## src/hdl/ncq_pkg.sv

```systemverilog
// Shared types, widths and the codebook ROM for the nearest-codeword quantiser.
// Used by ncq_cell, nearest_codeword_quantizer and tb_top; depends on nothing else.
`timescale 1ns / 1ps

package ncq_pkg;

  // Sizes of the codebook and of one embedding component
  localparam int CODEWORDS = 16;
  localparam int DIMS      = 3;
  localparam int COMP_BITS = 16;

  // Derived widths: difference, square, sum of squares, codeword index
  localparam int DIFF_W = COMP_BITS + 1;
  localparam int SQ_W   = 2 * DIFF_W - 1;
  localparam int DIST_W = SQ_W + $clog2(DIMS);
  localparam int ID_W   = $clog2(CODEWORDS);

  typedef logic signed [COMP_BITS-1:0] comp_t;
  typedef comp_t [DIMS-1:0]            vec_t;
  typedef logic [SQ_W-1:0]             sq_t;
  typedef logic [DIST_W-1:0]           dist_t;
  typedef logic [ID_W-1:0]             id_t;

  // What travels from one cell to the next with each item
  typedef struct packed {
    vec_t  vec;
    dist_t best_dist;
    id_t   best_id;
    logic  seeded;     // a best distance has been recorded
  } link_t;

  // Codebook, Q4.12, entries in component order 0..DIMS-1
  localparam comp_t CODEBOOK [CODEWORDS][DIMS] = '{
    '{ -16'sd5270,   16'sd4813,  -16'sd3281},
    '{ -16'sd7380,  -16'sd4383,   16'sd5427},
    '{ -16'sd5170,  -16'sd3360,  -16'sd6353},
    '{-16'sd11814,   16'sd2260,   16'sd5051},
    '{ -16'sd1650,   16'sd3251,   16'sd4257},
    '{ -16'sd6327,   -16'sd945,   16'sd4221},
    '{  16'sd1882,   16'sd4128,  -16'sd5624},
    '{   16'sd813,   16'sd3272,  -16'sd5166},
    '{ -16'sd3571,   -16'sd538,  -16'sd4185},
    '{  16'sd2537,   -16'sd166,  -16'sd6842},
    '{ -16'sd6506,   16'sd3037,   16'sd2521},
    '{   16'sd158,   16'sd8221,   16'sd5846},
    '{ -16'sd3384,  -16'sd2318,   16'sd2983},
    '{ -16'sd2883,   16'sd2304,    16'sd752},
    '{   16'sd276,  -16'sd3003,  -16'sd4554},
    '{    16'sd89,  -16'sd1230,   16'sd1564}
  };

endpackage

```

## src/hdl/ncq_cell.sv

```systemverilog
// One cell of the quantiser chain: distance to one codeword, keep the nearer.
// Depends on ncq_pkg (link_t, vec_t, id_t and widths).
`timescale 1ns / 1ps

module ncq_cell (
  input  logic          clk_i,
  input  logic          rst_ni,
  input  logic          en_i,
  input  logic          valid_i,
  input  ncq_pkg::link_t link_i,
  input  ncq_pkg::vec_t code_i,
  input  ncq_pkg::id_t  cell_id_i,
  output logic          valid_o,
  output ncq_pkg::link_t link_o
);
  import ncq_pkg::*;

  logic  valid_a_q;
  link_t link_a_q;
  sq_t   sq_a_q [DIMS];
  sq_t   sq_a_d [DIMS];

  logic  valid_b_q;
  link_t link_b_q;
  link_t link_b_d;
  dist_t dist_sum;
  logic  take;

  // Stage A: per-component difference and square
  always_comb begin
    logic signed [DIFF_W-1:0]   diff;
    logic signed [2*DIFF_W-1:0] prod;
    for (int d = 0; d < DIMS; d++) begin
      diff      = DIFF_W'($signed(link_i.vec[d])) - DIFF_W'($signed(code_i[d]));
      prod      = diff * diff;
      sq_a_d[d] = prod[SQ_W-1:0];
    end
  end

  always_ff @(posedge clk_i or negedge rst_ni) begin
    if (!rst_ni) begin
      valid_a_q <= 1'b0;
    end else if (en_i) begin
      valid_a_q <= valid_i;
    end
  end

  always_ff @(posedge clk_i) begin
    if (en_i) begin
      link_a_q <= link_i;
      sq_a_q   <= sq_a_d;
    end
  end

  // Stage B: sum of squares, strict compare so the lower index wins ties
  always_comb begin
    dist_sum = '0;
    for (int d = 0; d < DIMS; d++) begin
      dist_sum = dist_sum + DIST_W'(sq_a_q[d]);
    end
    take     = !link_a_q.seeded || (dist_sum < link_a_q.best_dist);
    link_b_d = link_a_q;
    link_b_d.seeded = 1'b1;
    if (take) begin
      link_b_d.best_dist = dist_sum;
      link_b_d.best_id   = cell_id_i;
    end
  end

  always_ff @(posedge clk_i or negedge rst_ni) begin
    if (!rst_ni) begin
      valid_b_q <= 1'b0;
    end else if (en_i) begin
      valid_b_q <= valid_a_q;
    end
  end

  always_ff @(posedge clk_i) begin
    if (en_i) begin
      link_b_q <= link_b_d;
    end
  end

  assign valid_o = valid_b_q;
  assign link_o  = link_b_q;

`ifndef SYNTHESIS
  // Every item leaving a cell carries a recorded best
  a_seeded: assert property (@(posedge clk_i) disable iff (!rst_ni)
    valid_o |-> link_o.seeded)
    else $error("item left cell without a best distance");

  // The best index can never point past this cell
  a_id_range: assert property (@(posedge clk_i) disable iff (!rst_ni)
    valid_o |-> (link_o.best_id <= cell_id_i))
    else $error("best index beyond current cell");

  // The best distance never grows along the chain
  a_monotone: assert property (@(posedge clk_i) disable iff (!rst_ni)
    (en_i && valid_a_q && link_a_q.seeded) |=>
      (link_o.best_dist <= $past(link_a_q.best_dist)))
    else $error("best distance increased");
`endif

endmodule

```

## config.mk

```make
export PLATFORM = sky130hd
export DESIGN_NAME = ncq_cell
export DESIGN_NICKNAME = d
export VERILOG_FILES = /design/src/hdl/ncq_pkg.sv /design/src/hdl/ncq_cell.sv
export SDC_FILE = /design/constraint.sdc
export NUM_CORES = 2
export LEC_CHECK = 0
export ABC_AREA = 0
export BUFFER_PORTS_ARGS = -buffer_cell sky130_fd_sc_hd__buf_2
export CORE_MARGIN = 2
export CORE_UTILIZATION = 35
export CTS_BUF_LIST = sky130_fd_sc_hd__clkbuf_16
export CTS_CLUSTER_DIAMETER = 60
export DETAILED_ROUTE_END_ITERATION = 8
export PLACE_DENSITY = 0.49
export SETUP_SLACK_MARGIN = 0.2
export SYNTH_ARGS = -nofsm -noshare
export SYNTH_HDL_FRONTEND = slang
export SYNTH_SLANG_ARGS = --single-unit
```

## constraint.sdc

```tcl
create_clock -name clk_i -period 8.3 [get_ports clk_i]
set_input_delay 1.245 -clock clk_i [delete_from_list [all_inputs] [get_ports clk_i]]
set_output_delay 1.245 -clock clk_i [all_outputs]
set_load 0.01 [all_outputs]
```

* Yosys cells after proc, flatten, opt, wreduce, memory -nomap -nowiden
Index checks and enable logic that the tools add are counted.
Operators by class: add/sub/neg operators 5, multipliers 3, order comparisons 1, mux-type cells 1, reduce and logical (&&, ||, !) cells 2
Operators by type and width (number):
- 17-bit by 17-bit multiplier with 33-bit output | 3
- 16-bit by 16-bit subtractor with 17-bit output | 3
- 39-bit two-way mux | 1
- 34-bit by 33-bit adder with 35-bit output | 1
- 35-bit < comparator | 1
- 33-bit by 33-bit adder with 34-bit output | 1
- 1-bit logical NOT | 1
- 1-bit logical OR | 1
Word-level totals: register bits after elaboration 276, input bits 144, output and inout port bits 89, word-level logic and storage cells 28

* Logic depth before layout (Yosys ltp)
word-level depth 5, gate-level depth with buffers 36, gate-level depth less buffers 36

* Worst setup path before layout
No wires, ideal clock.
path kind input to register, start point in link_i[40] (netlist name), end point reg sq_a_q[98] (netlist name), data pin, library setup time 260 ps, arrival 9128 ps, required time 8040 ps, setup slack -1088 ps, cell stages on the path 36, path buffers 1, path through inv_1 ha_1 fa_1 nor2b_1 o21ai_0 a21boi_1 nor2_1 o21ba_2 o211ai_1 nand2_1 xor2_1 inv_1 clkbuf_1 nand2_1 fa_1 inv_1 fa_1 inv_1 fa_1 inv_1 fa_1 fa_1 inv_1 fa_1 inv_1 ha_1 or3_1 a211oi_2 a22o_2 a211o_2 a41oi_4 o221a_4 a211o_1 a211o_1 a21oi_2 xnor2_1
RTL lines:
- start, declared | RTL line ncq_cell.sv:10 | input ncq_pkg::link_t link_i,
- end signal, assigned | RTL line ncq_cell.sv:51 | sq_a_q <= sq_a_d;
- end, declared | RTL line ncq_cell.sv:20 | sq_t sq_a_q [DIMS];

==> impl_table.tex <==
\begin{tabular}{lr}
\hline
Metric & Value \\
\hline
\multicolumn{2}{l}{\textbf{Routing}} \\
Max Used Layer & met4 \\
Number of vias per cell after detailed routing & about 4.5 \\
DR WL/cell & between 15 and 20 um \\
Via count & 30625 \\
Number of remaining DRC errors & 0 \\
Drt initial violations & $\sim$1500 \\
Met2 layer wire length in the routed design & 51.6 mm \\
Final ANT Viol Nets & 0 \\
Total length of routed met3 wires & 4.93 mm \\
First-pass iteration count of the detailed router & 5 \\
Post-Route M1 WL & approximately 49 mm \\
Routed Wire Length & 108 mm \\
\multicolumn{2}{l}{\textbf{Timing}} \\
Achievable Freq & roughly 0.12 GHz \\
Unrepaired setup endpoints after global routing & yes \\
Max-slew headroom at the worst pin & 37.8\% \\
Clock tree skew after final layout & 37.2 ps \\
Post-layout min period & 8440 ps \\
Sum Neg Setup Slack & -300 ps \\
Share of the clock period used by the worst path after layout & 102\% \\
Final hold viol count & 0 \\
Actual transition at the worst max-transition pin & 932 ps \\
Total setup violations reported at the end of the flow & 3 \\
Crit path setup slack, layout & -144 ps \\
Hold slack final & 403 ps \\
Max-slew violation total from the final report & 0 \\
\multicolumn{2}{l}{\textbf{Clock network}} \\
Clock Latency Late Sink & a little over 600 ps \\
Cell at the root of the clock tree & clkbuf\_16 \\
Clock sink count & 273 \\
Hold buffer count at cts & 0 \\
Total clock buffers created by CTS & 44 \\
H-tree level count & 2 \\
Deepest clock path buffer count & 3 \\
CTS tree & done \\
Clock transition at the register clock pins on the worst setup and hold paths after CTS & 50 ps \\
\multicolumn{2}{l}{\textbf{Floorplanning}} \\
Die width & about 350 um \\
Die area & 123000 um2 \\
Ports placed on the boundary & 233 \\
\# rows & 127 \\
Chip Height & 351 um \\
Core footprint & 120000 um2 \\
Initial Util & 35.2\% \\
\multicolumn{2}{l}{\textbf{Outcome}} \\
Status & complete, but fails checks \\
Violations in the final reports & negative setup slack \\
\multicolumn{2}{l}{\textbf{Global route}} \\
Grt ovf & 0 \\
Gr usage total & between 15 and 20\% \\
First-pass GRT wire length & approximately 170 mm \\
Via count of the first global-routing pass & $\sim$33000 \\
Initial antenna violation count & 0 \\
Largest net degree at the start of global routing & 87 \\
\multicolumn{2}{l}{\textbf{Critical path}} \\
Data required, critical path & 8640 ps \\
Kind of cell with the highest combined delay on the critical path & adder cells \\
Endpoint kind of the worst setup timing path & register \\
Crit path largest cell delay & about 550 ps \\
Type of the worst setup path & in -> reg \\
Cell depth of the worst flop-to-flop path & 19 \\
Worst path most repeated cell & fa\_1 \\
CP max FO & 4 \\
CP max stage cell & fa\_1 \\
Reg2Reg Setup Slack & slightly below 2000 ps \\
Critical path data arrival time & 8790 ps \\
Worst reg2reg startpoint & sq\_a\_q[70]\$\_DFFE\_PP\_ \\
Worst setup SP type & input pin \\
CP Buf/Inv Count & 9 \\
Reg-to-Reg End & link\_o[38]\$\_DFFE\_PP\_ \\
\multicolumn{2}{l}{\textbf{Final layout}} \\
Total inserted antenna cells & 0 \\
Layout area overhead & 28.5\% \\
Post-layout nets & 6450 \\
Share of final-layout standard cells stronger than drive strength 1 & 28.0\% \\
Layout Cell Area excl Fill & 54200 um2 \\
Utilization after layout & a little under half \\
\multicolumn{2}{l}{\textbf{Flow run}} \\
Max-cap check violation count & 0 \\
\multicolumn{2}{l}{\textbf{Placement}} \\
HPWL reported at the end of detailed placement & 93.0 mm \\
Final GP Congestion & 0.877 \\
Placed instance area & 51000 um2 \\
Number of I/O port buffers & 231 \\
\multicolumn{2}{l}{\textbf{Synth}} \\
Ys async rst share & less than 1\% \\
Post-synthesis cell count & 4177 \\
Sequential share of the synthesized area & 19.4\% \\
Number of flops mapped to enable cells by yosys & 271 \\
Flop and latch count out of synthesis & 273 \\
Count of warnings emitted by yosys & 0 \\
Top flip-flop cell by instance count after synthesis & edfxtp\_1 \\
Count of unique library cells instantiated by Yosys & 78 \\
Average size of a mapped cell & $\sim$10 um2 \\
Cell Area, Synth & 42200 um2 \\
\multicolumn{2}{l}{\textbf{Min path}} \\
Min-Delay Path Class & in -> async \\
\hline
\end{tabular}
[layer usage]
metal | vias to the layer above | global-route usage (%)
met5 | - | 0
met4 | 0 | 4.30
met3 | 120 | 2.32
li1 | 14675 | -
met2 | 508 | 30.2
met1 | 15322 | 25.2
[cell families after synthesis]
family	synth area share [%]
buffers and inverters	10.8
AOI/OAI and AO/OA	6.50
DFF	19.4
muxes	1.11
xor gates and xnor gates	3.49
other	0.0178
and+or+nand+nor	8.99
adders and majority gates	49.7
[per-stage QoR]
| step | worst slack [ps] | std cells |
|---|---|---|
| 3_5_place_dp | -1160 | 6630 |
| 6_report | -144 | 6774 |
| 3_3_place_gp | -1050 | 6630 |
| 5_1_grt | -461 | 6774 |
| 4_1_cts | -196 | 6746 |
| 2_1_floorplan | -609 | 4179 |
[cells in the mapped netlist, types with 26 or more instances]
master | instances | area share (%)
inv_1 | 1107 | 9.9
fa_1 | 828 | 39
nor2_1 | 374 | 3.3
ha_1 | 350 | 10
nand2_1 | 323 | 2.9
edfxtp_1 | 271 | 19
xnor2_1 | 118 | 2.5
a21oi_1 | 117 | 1.4
o21ai_0 | 83 | 0.98
clkbuf_1 | 73 | 0.65
a21o_1 | 62 | 1.1
xor2_1 | 50 | 1.0
mux2_2 | 38 | 1.0
nand3_1 | 34 | 0.40
nand2b_1 | 32 | 0.47
nor2b_1 | 26 | 0.39
[worst max-delay path by stage]
stage               cells past startpoint       start  slack (ps)              endpoint
global route                           38   code_i[1]        -460  sq_a_q[96]$_DFFE_PP_
finish                                 36   code_i[0]        -140  sq_a_q[98]$_DFFE_PP_
floorplan                              35  link_i[40]        -610  sq_a_q[98]$_DFFE_PP_
detailed placement                     37  link_i[40]       -1160  sq_a_q[98]$_DFFE_PP_
CTS                                    37   code_i[1]        -200  sq_a_q[96]$_DFFE_PP_
global placement                       37  link_i[40]       -1050  sq_a_q[98]$_DFFE_PP_
[layout by cell type, fill, tap and decap left out, types with 18 or more instances in the layout]
| cell type | n |
|---|---|
| nand2_2 | 23 |
| ha_1 | 314 |
| nand3_1 | 29 |
| xnor2_1 | 109 |
| a21oi_1 | 88 |
| nor2_2 | 28 |
| inv_2 | 45 |
| buf_2 | 224 |
| ha_4 | 33 |
| edfxtp_1 | 271 |
| nand2b_1 | 29 |
| fa_1 | 800 |
| nor2b_1 | 18 |
| inv_1 | 1061 |
| nor3_1 | 19 |
| buf_4 | 722 |
| a21oi_2 | 22 |
| a21o_1 | 62 |
| fa_2 | 28 |
| clkbuf_16 | 45 |
| buf_6 | 33 |
| o21ai_0 | 54 |
| o21a_1 | 25 |
| mux2_2 | 36 |
| xor2_1 | 43 |
| nor2_1 | 334 |
| nand2_1 | 292 |
[area by class of cell]
class,instances,area (um2)
inverters,1119,4270
fillers,11648,65600
clock inverters,35,308
clock buffers,45,1130
well taps,1612,2020
repair buffers,992,7140
flip-flops and latches,273,8190
multi-input cells,2698,31200
[state kept, by name (all words and copies together) (netlist names)]
signal / count
link_a_q: 88
link_o: 87
sq_a_q: 96
valid_a_q: 1
valid_o: 1
[what timing repair did]
action	in CTS	in global routing
pin swaps	121	146
endpoints found under the setup margin	32	42
resized for setup	128	208
setup buffers	36	28
Power is left out: the tool's default activity adds up to more than one toggle a clock period on the data nets, which glitch-free logic cannot reach.
